### config.mk
export PLATFORM = sky130hd
export DESIGN_NAME = volume_border_mask_unit
export DESIGN_NICKNAME = d
export VERILOG_FILES = /design/src/sv/vbm_pkg.sv /design/src/sv/volume_border_mask_unit.sv /design/src/sv/vbm_position.sv
export SDC_FILE = /design/constraint.sdc
export NUM_CORES = 1
export LEC_CHECK = 0
export ABC_AREA = 1
export CORE_MARGIN = 1
export CORE_UTILIZATION = 59
export DETAILED_ROUTE_END_ITERATION = 16
export DONT_BUFFER_PORTS = 1
export GPL_TIMING_DRIVEN = 0
export PLACE_DENSITY = 0.74
export SLEW_MARGIN = 0
export SYNTH_ARGS = -nofsm -noshare
export SYNTH_HDL_FRONTEND = slang
export SYNTH_SLANG_ARGS = --single-unit
### constraint.sdc
create_clock -name clk -period 3.5 [get_ports clk]
set_clock_uncertainty 0.15 [all_clocks]
set_input_delay 0.7 -clock clk [delete_from_list [all_inputs] [get_ports clk]]
set_output_delay 0.7 -clock clk [all_outputs]
set_load 0.01 [all_outputs]
### src/sv/vbm_pkg.sv
// Shared types, constants and helpers of the volume border mask unit.
// No dependencies.
package vbm_pkg;

  localparam int PIXEL_BITS = 16;
  localparam int MAX_SIDE   = 4096;
  localparam int CNT_BITS   = $clog2(MAX_SIDE);
  localparam int SIDE_BITS  = CNT_BITS + 1;
  localparam int IDX_BITS   = 4;
  localparam int DATA_BITS  = (PIXEL_BITS > SIDE_BITS) ? PIXEL_BITS : SIDE_BITS;

  typedef logic [PIXEL_BITS-1:0] pix_t;
  typedef logic [SIDE_BITS-1:0]  side_t;
  typedef logic [CNT_BITS-1:0]   cnt_t;

  typedef enum logic [IDX_BITS-1:0] {
    REG_SIZE_X         = 4'd0,
    REG_SIZE_Y         = 4'd1,
    REG_SIZE_Z         = 4'd2,
    REG_MODE_SELECT    = 4'd3,
    REG_BORDER_VALUE   = 4'd4,
    REG_INTERIOR_VALUE = 4'd5,
    REG_VOLUME_MINIMUM = 4'd6,
    REG_VOLUME_MAXIMUM = 4'd7
  } reg_idx_t;

  typedef enum logic [1:0] {
    MODE_FIXED = 2'd0,
    MODE_INPUT = 2'd1,
    MODE_MIN   = 2'd2,
    MODE_MAX   = 2'd3
  } mode_t;

  typedef struct packed {
    logic border;
    logic last;
  } pos_t;

  typedef struct packed {
    pix_t value;
    logic border;
    logic last;
  } res_t;

  function automatic pix_t pick(logic [1:0] mode, pix_t fixed, pix_t pix,
                                pix_t vmin, pix_t vmax);
    pix_t r;
    case (mode)
      MODE_FIXED: r = fixed;
      MODE_INPUT: r = pix;
      MODE_MIN:   r = vmin;
      MODE_MAX:   r = vmax;
      default:    r = fixed;
    endcase
    return r;
  endfunction

endpackage

### src/sv/volume_border_mask_unit.sv
// Top level of the volume border mask unit: configuration registers,
// value selection and output register with skid stage.
// Depends on vbm_pkg and vbm_position.
//
// Usage: voxels enter on in_valid / in_stall in raster order (x fastest,
// then y, then z). Each accepted request yields exactly one result on
// out_valid / out_stall: the replacement value, the border flag and a flag
// on the final voxel of the volume.
// A voxel accepted while the output register is empty or being taken is
// registered straight into it. Throughput is one voxel per cycle while the
// receiver does not stall; the position flags and the select mux settle within the cycle.
// When the receiver stalls, the output holds and one more request lands in
// the skid stage; in_stall then rises until the output is taken.
// Configuration goes through cfg_valid / cfg_ready (always ready) with a
// register index and data; write it only while the block is idle. Indexes
// beyond the register list are ignored.
// Reset (rst_n low, synchronous) empties the output, clears the position
// counters and loads the register defaults: a 3x3x1 volume, fixed values
// 1 on the border and 0 inside, minimum 0, maximum 65535.
module volume_border_mask_unit import vbm_pkg::*; (
  input  logic                 clk,
  input  logic                 rst_n,
  input  logic                 in_valid,
  output logic                 in_stall,
  input  pix_t                 in_pixel_in,
  output logic                 out_valid,
  input  logic                 out_stall,
  output pix_t                 out_value_out,
  output logic                 out_is_border,
  output logic                 out_last_of_volume,
  input  logic                 cfg_valid,
  output logic                 cfg_ready,
  input  logic [IDX_BITS-1:0]  cfg_index,
  input  logic [DATA_BITS-1:0] cfg_data
);

  side_t      size_x_r, size_y_r, size_z_r;
  logic [3:0] mode_r;
  pix_t       border_val_r, interior_val_r, vmin_r, vmax_r;

  logic out_valid_r, out_valid_nxt;
  logic skid_full_r, skid_full_nxt;
  res_t out_r, out_nxt;
  res_t skid_r, skid_nxt;
  res_t res;
  pos_t pos;
  logic accept, take;

  assign cfg_ready = 1'b1;
  assign in_stall  = skid_full_r;
  assign accept    = in_valid && !in_stall;
  assign take      = out_valid_r && !out_stall;

  always_ff @(posedge clk) begin
    if (!rst_n) begin
      size_x_r       <= side_t'(3);
      size_y_r       <= side_t'(3);
      size_z_r       <= side_t'(1);
      mode_r         <= 4'd0;
      border_val_r   <= pix_t'(1);
      interior_val_r <= '0;
      vmin_r         <= '0;
      vmax_r         <= pix_t'(65535);
    end else if (cfg_valid && cfg_ready) begin
      case (cfg_index)
        REG_SIZE_X:         size_x_r       <= cfg_data[SIDE_BITS-1:0];
        REG_SIZE_Y:         size_y_r       <= cfg_data[SIDE_BITS-1:0];
        REG_SIZE_Z:         size_z_r       <= cfg_data[SIDE_BITS-1:0];
        REG_MODE_SELECT:    mode_r         <= cfg_data[3:0];
        REG_BORDER_VALUE:   border_val_r   <= cfg_data[PIXEL_BITS-1:0];
        REG_INTERIOR_VALUE: interior_val_r <= cfg_data[PIXEL_BITS-1:0];
        REG_VOLUME_MINIMUM: vmin_r         <= cfg_data[PIXEL_BITS-1:0];
        REG_VOLUME_MAXIMUM: vmax_r         <= cfg_data[PIXEL_BITS-1:0];
        default: ;
      endcase
    end
  end

  vbm_position u_pos (
    .clk    (clk),
    .rst_n  (rst_n),
    .advance(accept),
    .size_x (size_x_r),
    .size_y (size_y_r),
    .size_z (size_z_r),
    .pos    (pos)
  );

  always_comb begin
    res.border = pos.border;
    res.last   = pos.last;
    res.value  = pos.border
      ? pick(mode_r[1:0], border_val_r, in_pixel_in, vmin_r, vmax_r)
      : pick(mode_r[3:2], interior_val_r, in_pixel_in, vmin_r, vmax_r);
  end

  always_comb begin
    out_valid_nxt = out_valid_r;
    skid_full_nxt = skid_full_r;
    out_nxt       = out_r;
    skid_nxt      = skid_r;
    if (!out_valid_r || take) begin
      if (skid_full_r) begin
        out_nxt       = skid_r;
        out_valid_nxt = 1'b1;
        skid_full_nxt = 1'b0;
      end else begin
        out_nxt       = res;
        out_valid_nxt = accept;
      end
    end else if (accept) begin
      skid_nxt      = res;
      skid_full_nxt = 1'b1;
    end
  end

  always_ff @(posedge clk) begin
    if (!rst_n) begin
      out_valid_r <= 1'b0;
      skid_full_r <= 1'b0;
    end else begin
      out_valid_r <= out_valid_nxt;
      skid_full_r <= skid_full_nxt;
    end
  end

  always_ff @(posedge clk) begin
    out_r  <= out_nxt;
    skid_r <= skid_nxt;
  end

  assign out_valid          = out_valid_r;
  assign out_value_out      = out_r.value;
  assign out_is_border      = out_r.border;
  assign out_last_of_volume = out_r.last;

  a_skid_behind_out: assert property (@(posedge clk) disable iff (!rst_n)
    skid_full_r |-> out_valid_r)
    else $error("skid stage full while output empty");

  a_accept_shows: assert property (@(posedge clk) disable iff (!rst_n)
    accept |=> out_valid_r)
    else $error("accepted request produced no output");

  a_last_is_border: assert property (@(posedge clk) disable iff (!rst_n)
    (out_valid_r && out_r.last) |-> out_r.border)
    else $error("last voxel of volume not flagged as border");

endmodule

### src/sv/vbm_position.sv
// Raster position counters and border / last-of-volume flags.
// Depends on vbm_pkg.
module vbm_position import vbm_pkg::*; (
  input  logic  clk,
  input  logic  rst_n,
  input  logic  advance,
  input  side_t size_x,
  input  side_t size_y,
  input  side_t size_z,
  output pos_t  pos
);

  cnt_t col_r, col_nxt;
  cnt_t row_r, row_nxt;
  cnt_t slc_r, slc_nxt;
  cnt_t lx, ly, lz;
  logic x_last, y_last, z_last, z_en;

  function automatic cnt_t last_pos(side_t s);
    side_t m;
    if (s == '0) m = '0;
    else if (s > side_t'(MAX_SIDE)) m = side_t'(MAX_SIDE - 1);
    else m = s - side_t'(1);
    return m[CNT_BITS-1:0];
  endfunction

  always_comb begin
    lx = last_pos(size_x);
    ly = last_pos(size_y);
    lz = last_pos(size_z);
    x_last = col_r >= lx;
    y_last = row_r >= ly;
    z_last = slc_r >= lz;
    z_en   = size_z >= side_t'(3);
    pos.border = (col_r == '0) || x_last || (row_r == '0) || y_last ||
                 (z_en && ((slc_r == '0) || z_last));
    pos.last   = x_last && y_last && z_last;
    col_nxt = col_r;
    row_nxt = row_r;
    slc_nxt = slc_r;
    if (!x_last) begin
      col_nxt = col_r + cnt_t'(1);
    end else begin
      col_nxt = '0;
      if (!y_last) begin
        row_nxt = row_r + cnt_t'(1);
      end else begin
        row_nxt = '0;
        slc_nxt = z_last ? '0 : slc_r + cnt_t'(1);
      end
    end
  end

  always_ff @(posedge clk) begin
    if (!rst_n) begin
      col_r <= '0;
      row_r <= '0;
      slc_r <= '0;
    end else if (advance) begin
      col_r <= col_nxt;
      row_r <= row_nxt;
      slc_r <= slc_nxt;
    end
  end

endmodule
* Word level (Yosys, flattened, before mapping)
Cells that the tools add are included.
Cells by class: div/mod/pow operators 0, add/subtract/negate cells 6, equality and inequality tests 13, reductions and logical operators 35, magnitude comparators 7, mux-type cells 14, bitwise operators 2, shifts and indexed selects 0, multipliers 0
Operators by type and width (number):
- 16-bit one-hot mux with 4 select lines | 2
- 12-bit 2-to-1 mux | 9
- 13-bit greater-than comparator (second input constant) | 3
- 13-bit zero test | 3
- 12-bit by 1-bit adder with 12-bit output (second input constant) | 3
- 12-bit >= comparator | 3
- 12-bit zero test | 3
- 12-bit by 1-bit subtractor with 12-bit output (second input constant) | 3
- 2-bit AND reduction | 10
- 18-bit 2-to-1 mux | 1
- 4-bit by 3-bit equality test with 1-bit output (second input constant) | 4
- 16-bit 2-to-1 mux | 1
- 13-bit by 2-bit >= comparator with 1-bit output (second input constant) | 1
- 2-bit equality test (second input constant) | 4
- 4-bit by 2-bit equality test with 1-bit output (second input constant) | 2
- 1-bit logical OR | 6
- 1-bit logical AND | 5
- 2-bit by 1-bit equality test with 1-bit output (second input constant) | 2
- 4-bit by 1-bit equality test with 1-bit output (second input constant) | 1
- 2-bit zero test | 2
- 4-bit zero test | 1
- 1-bit zero test | 3
- 3-bit AND reduction | 1
- 1-bit NOT | 2
- 2 further kinds | 2
Storage, ports and cells: RAM bits 0, register bits after elaboration 181, memories kept 0, logic and storage cells 96, input bits 41, ROM bits 0, latch bits 0

* Logic depth before layout (Yosys ltp)
depth after elaboration 10, depth in mapped cells 24, gate-level depth less buffers 22

* Modules after synthesis
Synthesis repeated with hierarchy kept, for this count alone.
Second synthesis, totals: cells, all modules 1486, area, all modules 10322.4 um2
By module, submodules not included:
- volume_border_mask_unit | seq. area each 3263.1 um2, cells each 834, area an instance 6314.8 um2, times used 1
- vbm_position | seq. area each 720.7 um2, cells each 652, area an instance 4007.6 um2, times used 1

* Worst setup path after synthesis
OpenSTA, ideal clock, no wires.
kind reg-to-reg, start register size_y_r[0], end register skid_r[10] in the netlist's numbering (data pin), data arrival time 2.751 ns, path buffers 2, stages on the path, launching flop included 20, path slack 0.344 ns, setup time 0.255 ns, data required time 3.095 ns, cell sequence dfxtp_1 > inv_1 > ha_1 > inv_1 > nor3_1 > inv_1 > nor2_2 > nand3_1 > buf_2 > a21oi_1 > ha_1 > nand2_1 > nor2_1 > and2_1 > nand2_1 > nand4_4 > nor2_4 > buf_6 > nand3_1 > and2_1
RTL lines:
- start: declaration | RTL line volume_border_mask_unit.sv:37 | side_t size_x_r, size_y_r, size_z_r;
- start signal: assignment | RTL line volume_border_mask_unit.sv:57 | size_y_r <= side_t'(3);
- start signal: assignment | RTL line volume_border_mask_unit.sv:67 | REG_SIZE_Y: size_y_r <= cfg_data[SIDE_BITS-1:0];
- end signal: assignment | RTL line volume_border_mask_unit.sv:129 | skid_r <= skid_nxt;
- end: declaration | RTL line volume_border_mask_unit.sv:44 | res_t skid_r, skid_nxt;

* Final worst setup path
start register size_z_r[0], end register out_r, in the netlist out_value_out[4] (data pin)
On the way: longest elaborated chain between the ends 9
RTL lines:
- start: declaration | RTL line volume_border_mask_unit.sv:37
- start signal: assignment | RTL line volume_border_mask_unit.sv:58 | size_z_r <= side_t'(1);
- start signal: assignment | RTL line volume_border_mask_unit.sv:68 | REG_SIZE_Z: size_z_r <= cfg_data[SIDE_BITS-1:0];
- 12-bit by 1-bit subtractor with 12-bit output / 13-bit greater-than comparator (equally long branches) | RTL line vbm_position.sv:23, vbm_position.sv:22
- 12-bit 2-to-1 mux | RTL line vbm_position.sv:22 | else if (s > side_t'(MAX_SIDE)) m = side_t'(MAX_SIDE - 1);
- 12-bit 2-to-1 mux | RTL line vbm_position.sv:21 | if (s == '0) m = '0;
- 12-bit >= comparator | RTL line vbm_position.sv:33 | z_last = slc_r >= lz;
- 1-bit logical OR | RTL line vbm_position.sv:36 | (z_en && ((slc_r == '0) || z_last));
- 1-bit logical AND (*) | RTL line vbm_position.sv:36
- 1-bit logical OR (*) | RTL line vbm_position.sv:35 | pos.border = (col_r == '0) || x_last || (row_r == '0) || y_last ||
- 16-bit 2-to-1 mux (*) | RTL line volume_border_mask_unit.sv:93 | ? pick(mode_r[1:0], border_val_r, in_pixel_in, vmin_r, vmax_r)
- 18-bit 2-to-1 mux (*) | RTL line volume_border_mask_unit.sv:103 | if (skid_full_r) begin
- end signal: assignment | RTL line volume_border_mask_unit.sv:128 | out_r <= out_nxt;
- end: declaration | RTL line volume_border_mask_unit.sv:43 | res_t out_r, out_nxt;
Every way passes the cells marked *; elsewhere a longest branch is shown, timed or not. A chain may end at the register's enable or synchronous reset.

==> key figures <==
Layout
  – Most common cell after layout, fill and taps aside: nand2_1
  – Ant diodes: 0
  – Final nets: between 1,000 and 1,500
  – Commonest cells after routing, fill and taps aside: nand2_1 (254), nor2_1 (184), dfxtp_1 (143), inv_1 (127), o21ai_0 (125)
  – Cell Count, Final, Fillers Out: ~1,600
  – Share of layout cells above drive strength 1: roughly 9.3%
  – Area grow syn2layout: 11.5%

Setup path
  – Critical Path Slowest Stage Cell: dfxtp_1
  – Arr. time, crit path: 3360 ps
  – Most used cell, CP: nand2_1
  – CP Class: reg2reg
  – Critical path's top delay family: simple AND/OR/NAND/NOR gates
  – Max incr delay on CP: 360 ps
  – WP data required: about 3500 ps
  – Crit path capture type: flip-flop
  – Critical path launch point type: flip-flop
  – CP Cell Sequence: inv_2 -> ha_2 -> nand3_2 -> nor3_4 -> nand2_1 -> nand2_4 -> inv_1 -> nor2_1 -> nand2_1 -> nand2_1 -> ha_1 -> nand2_1 -> inv_1 -> nand2_1 -> a21oi_1 -> nor2_1 -> nand3_2 -> nand2_4 -> buf_4 -> nand3_1 -> nand3_1 -> nand2_1
  – CP Buf/Inv Count: 4
  – CP Max Fanout: 8

STA
  – WHS: 242 ps
  – Post-layout min period: 3320 ps
  – Worst Max-Slew Pin Slew: 857 ps
  – Fmax: 301 MHz
  – Final Max Tran Viols: 0
  – Setup violations, final: 0
  – RSZ-0062 raised after global routing: yes
  – Headroom to the max-slew limit: 42.8%
  – Hold Fails Final Rpt: 0
  – Final worst-path cycle share: 94.8%

Yosys
  – Synthesized area: 0.0100 mm^2
  – Fraction of registers with async set/reset: 0%
  – Ys flop type: dfxtp_1
  – Post-synthesis cell count: ~1,400
  – Post-synth top area cell: dfxtp_1
  – Synth Area per Inst: 7.30 um^2
  – Number of flops mapped to enable cells by yosys: 36
  – Post-synth top area share: 28.9%
  – Library cells used by synthesis: 51
  – Synth area leaders: dfxtp_1 (29%), edfxtp_1 (11%), nand2_1 (9.6%)
  – Seq/Total Area, Yosys: 39.7%
  – YS warnings: 0
  – Net Count, Synth: 1,461
  – Register bit total from synthesis: 181

Drt
  – Detailed-route wire length: 28.1 mm
  – Vias: 9,463
  – Final ANT Viol Nets: 0
  – Via density: around 5.8
  – DR WL/cell: 17.1 um
  – DR iter-0 viols: just under 1,000
  – Drt pass-1 iters: 6
  – DRC: 0

Run status
  – Status: finished clean

Clock network
  – H-tree Lvls: 4
  – Clock Latency Late Sink: 440 ps
  – Clk buf depth: 2
  – Root buf cell: clkbuf_16
  – Clock sinks: about 180
  – Num CTS Buffers: 17
  – Clock transition at path regs: 80 ps
  – CTS tree: yes

Power and ir drop
  – Switching power: 1.30 mW
  – Int Power: 3.30 mW
  – Clock share of power: 41.3%
  – Leak: 4.77 nW
  – Pwr dens: roughly 410 mW/mm^2
  – Power share of the combinational group: around 10%
  – Seq pwr share: 48.7%
  – Largest vdd supply drop: between 0.0003 and 0.0004 V
  – Switch share: 28.3%

GRT
  – Initial antenna violation count: 0
  – Grt ovf: 0
  – Total GRT Usage: 32.2%
  – Global-route wire length before repair: 44.0 mm
  – Vias in the first global route: 8,384
  – Largest net degree at the start of global routing: 22

Floorplan
  – Die width: between 100 and 150 um
  – Initial Util: 60.5%
  – # IOs: 62
  – Die Y: 132 um
  – Core region area: 0.0166 mm^2
  – Die footprint: 0.0175 mm^2
  – Row count: 47

Placement
  – HPWL Detailed: 20.1 mm
  – GPL Wtd Cong: 0.995
  – Port Buffers: 0
  – Inst Count DP: 1,594

Run
  – Max_cap viols: 0

Min path
  – Type of the tightest min-delay check: in2reg
==> worst paths after layout <==
check                                 start               end  slack [ps]  cells past startpoint
worst max-delay path            size_z_r[0]  out_value_out[4]         180                     22
worst max register to register  size_z_r[0]  out_value_out[4]         180                     22
worst min-delay path            cfg_data[0]   border_val_r[0]         240                      2
worst min register to register    vmin_r[9]         vmin_r[9]         330                      2
==> cells by family after synthesis <==
family	synth area share, %
other	0.0374
AOI/OAI and AO/OA	16.6
adders and majority gates	5.74
and+or+nand+nor	27.3
xor gates and xnor gates	2.62
DFF	39.7
buffers and inverters	8.04
==> routing by layer <==
layer  track usage [%]  vias to the layer above  wire [um]
li1                  -                     4663          -
met1              46.8                     4377      12800
met2              47.4                      388      12100
met3              8.58                       35       2770
met4              7.85                        0        471
met5                 0                        -          0
==> synth_stat cells (5+ instances only) <==
library cell and number:
nand2_2 12, dfxtp_1 145, a221oi_1 11, nand2_1 256, and2_1 17, inv_1 136
nand4_1 14, o221ai_1 16, nand3_1 88, buf_2 10, xor2_1 24, ha_1 46
nand3b_1 5, or2_2 5, xnor2_1 6, nor3b_1 5, o211ai_1 6, clkbuf_1 35
nor3_1 14, edfxtp_1 36, a21oi_1 108, o22ai_1 8, nor2_1 192, o21ai_0 130
==> stage by stage <==
stage / TNS [ps] / util (%) / cell area [um^2] / power (mW) / setup WS [ps]
2_1_floorplan: 0 / - / 10000 / 2.59 / 344
3_3_place_gp: -3450 / 62.2 / 10300 / 2.69 / -159
6_report: 0 / 67.5 / 11200 / 4.60 / 181
5_1_grt: -212 / 67.5 / 11200 / 4.74 / -29.8
3_5_place_dp: -5140 / 62.2 / 10300 / 2.71 / -217
4_1_cts: 0 / 66.1 / 11000 / 4.57 / 20.7
==> area by class of cell <==
type,count,area (um^2)
Fill cell,1483,5390
Multi-Input combinational cell,1001,5390
Sequential cell,181,3990
Inverter,140,528
Clock buffer,18,429
Buffer,54,295
Tap cell,220,275
Clock inverter,14,146
Timing Repair Buffer,15,146
==> power by group through the flow <==
stage	Sequential [mW]	Combinational, mW	Clock (mW)
after global routing	2.24	0.516	1.98
after floorplan	2.28	0.314	0
after detailed placement	2.29	0.420	0
final	2.24	0.463	1.90
after global placement	2.28	0.411	0
after CTS	2.24	0.433	1.90
==> flip-flops by register name (all words and copies together), names as in the netlist, 13 cells and up <==
name,count
size_z_r,13
out_value_out,16
interior_val_r,16
size_y_r,13
vmin_r,16
skid_r,18
vmax_r,16
border_val_r,16
size_x_r,13
==> timing repair <==
| action | 4_1_cts | 5_1_grt |
|---|---|---|
| setup endpoints to repair | 37 | 63 |
| hold buffers | 0 | 0 |
| pin swaps | 5 | 19 |
| gates cloned | 2 | 2 |
| buffers inserted | 4 | 9 |
| resized for setup | 14 | 42 |
(Power assumes the default switching activity.)
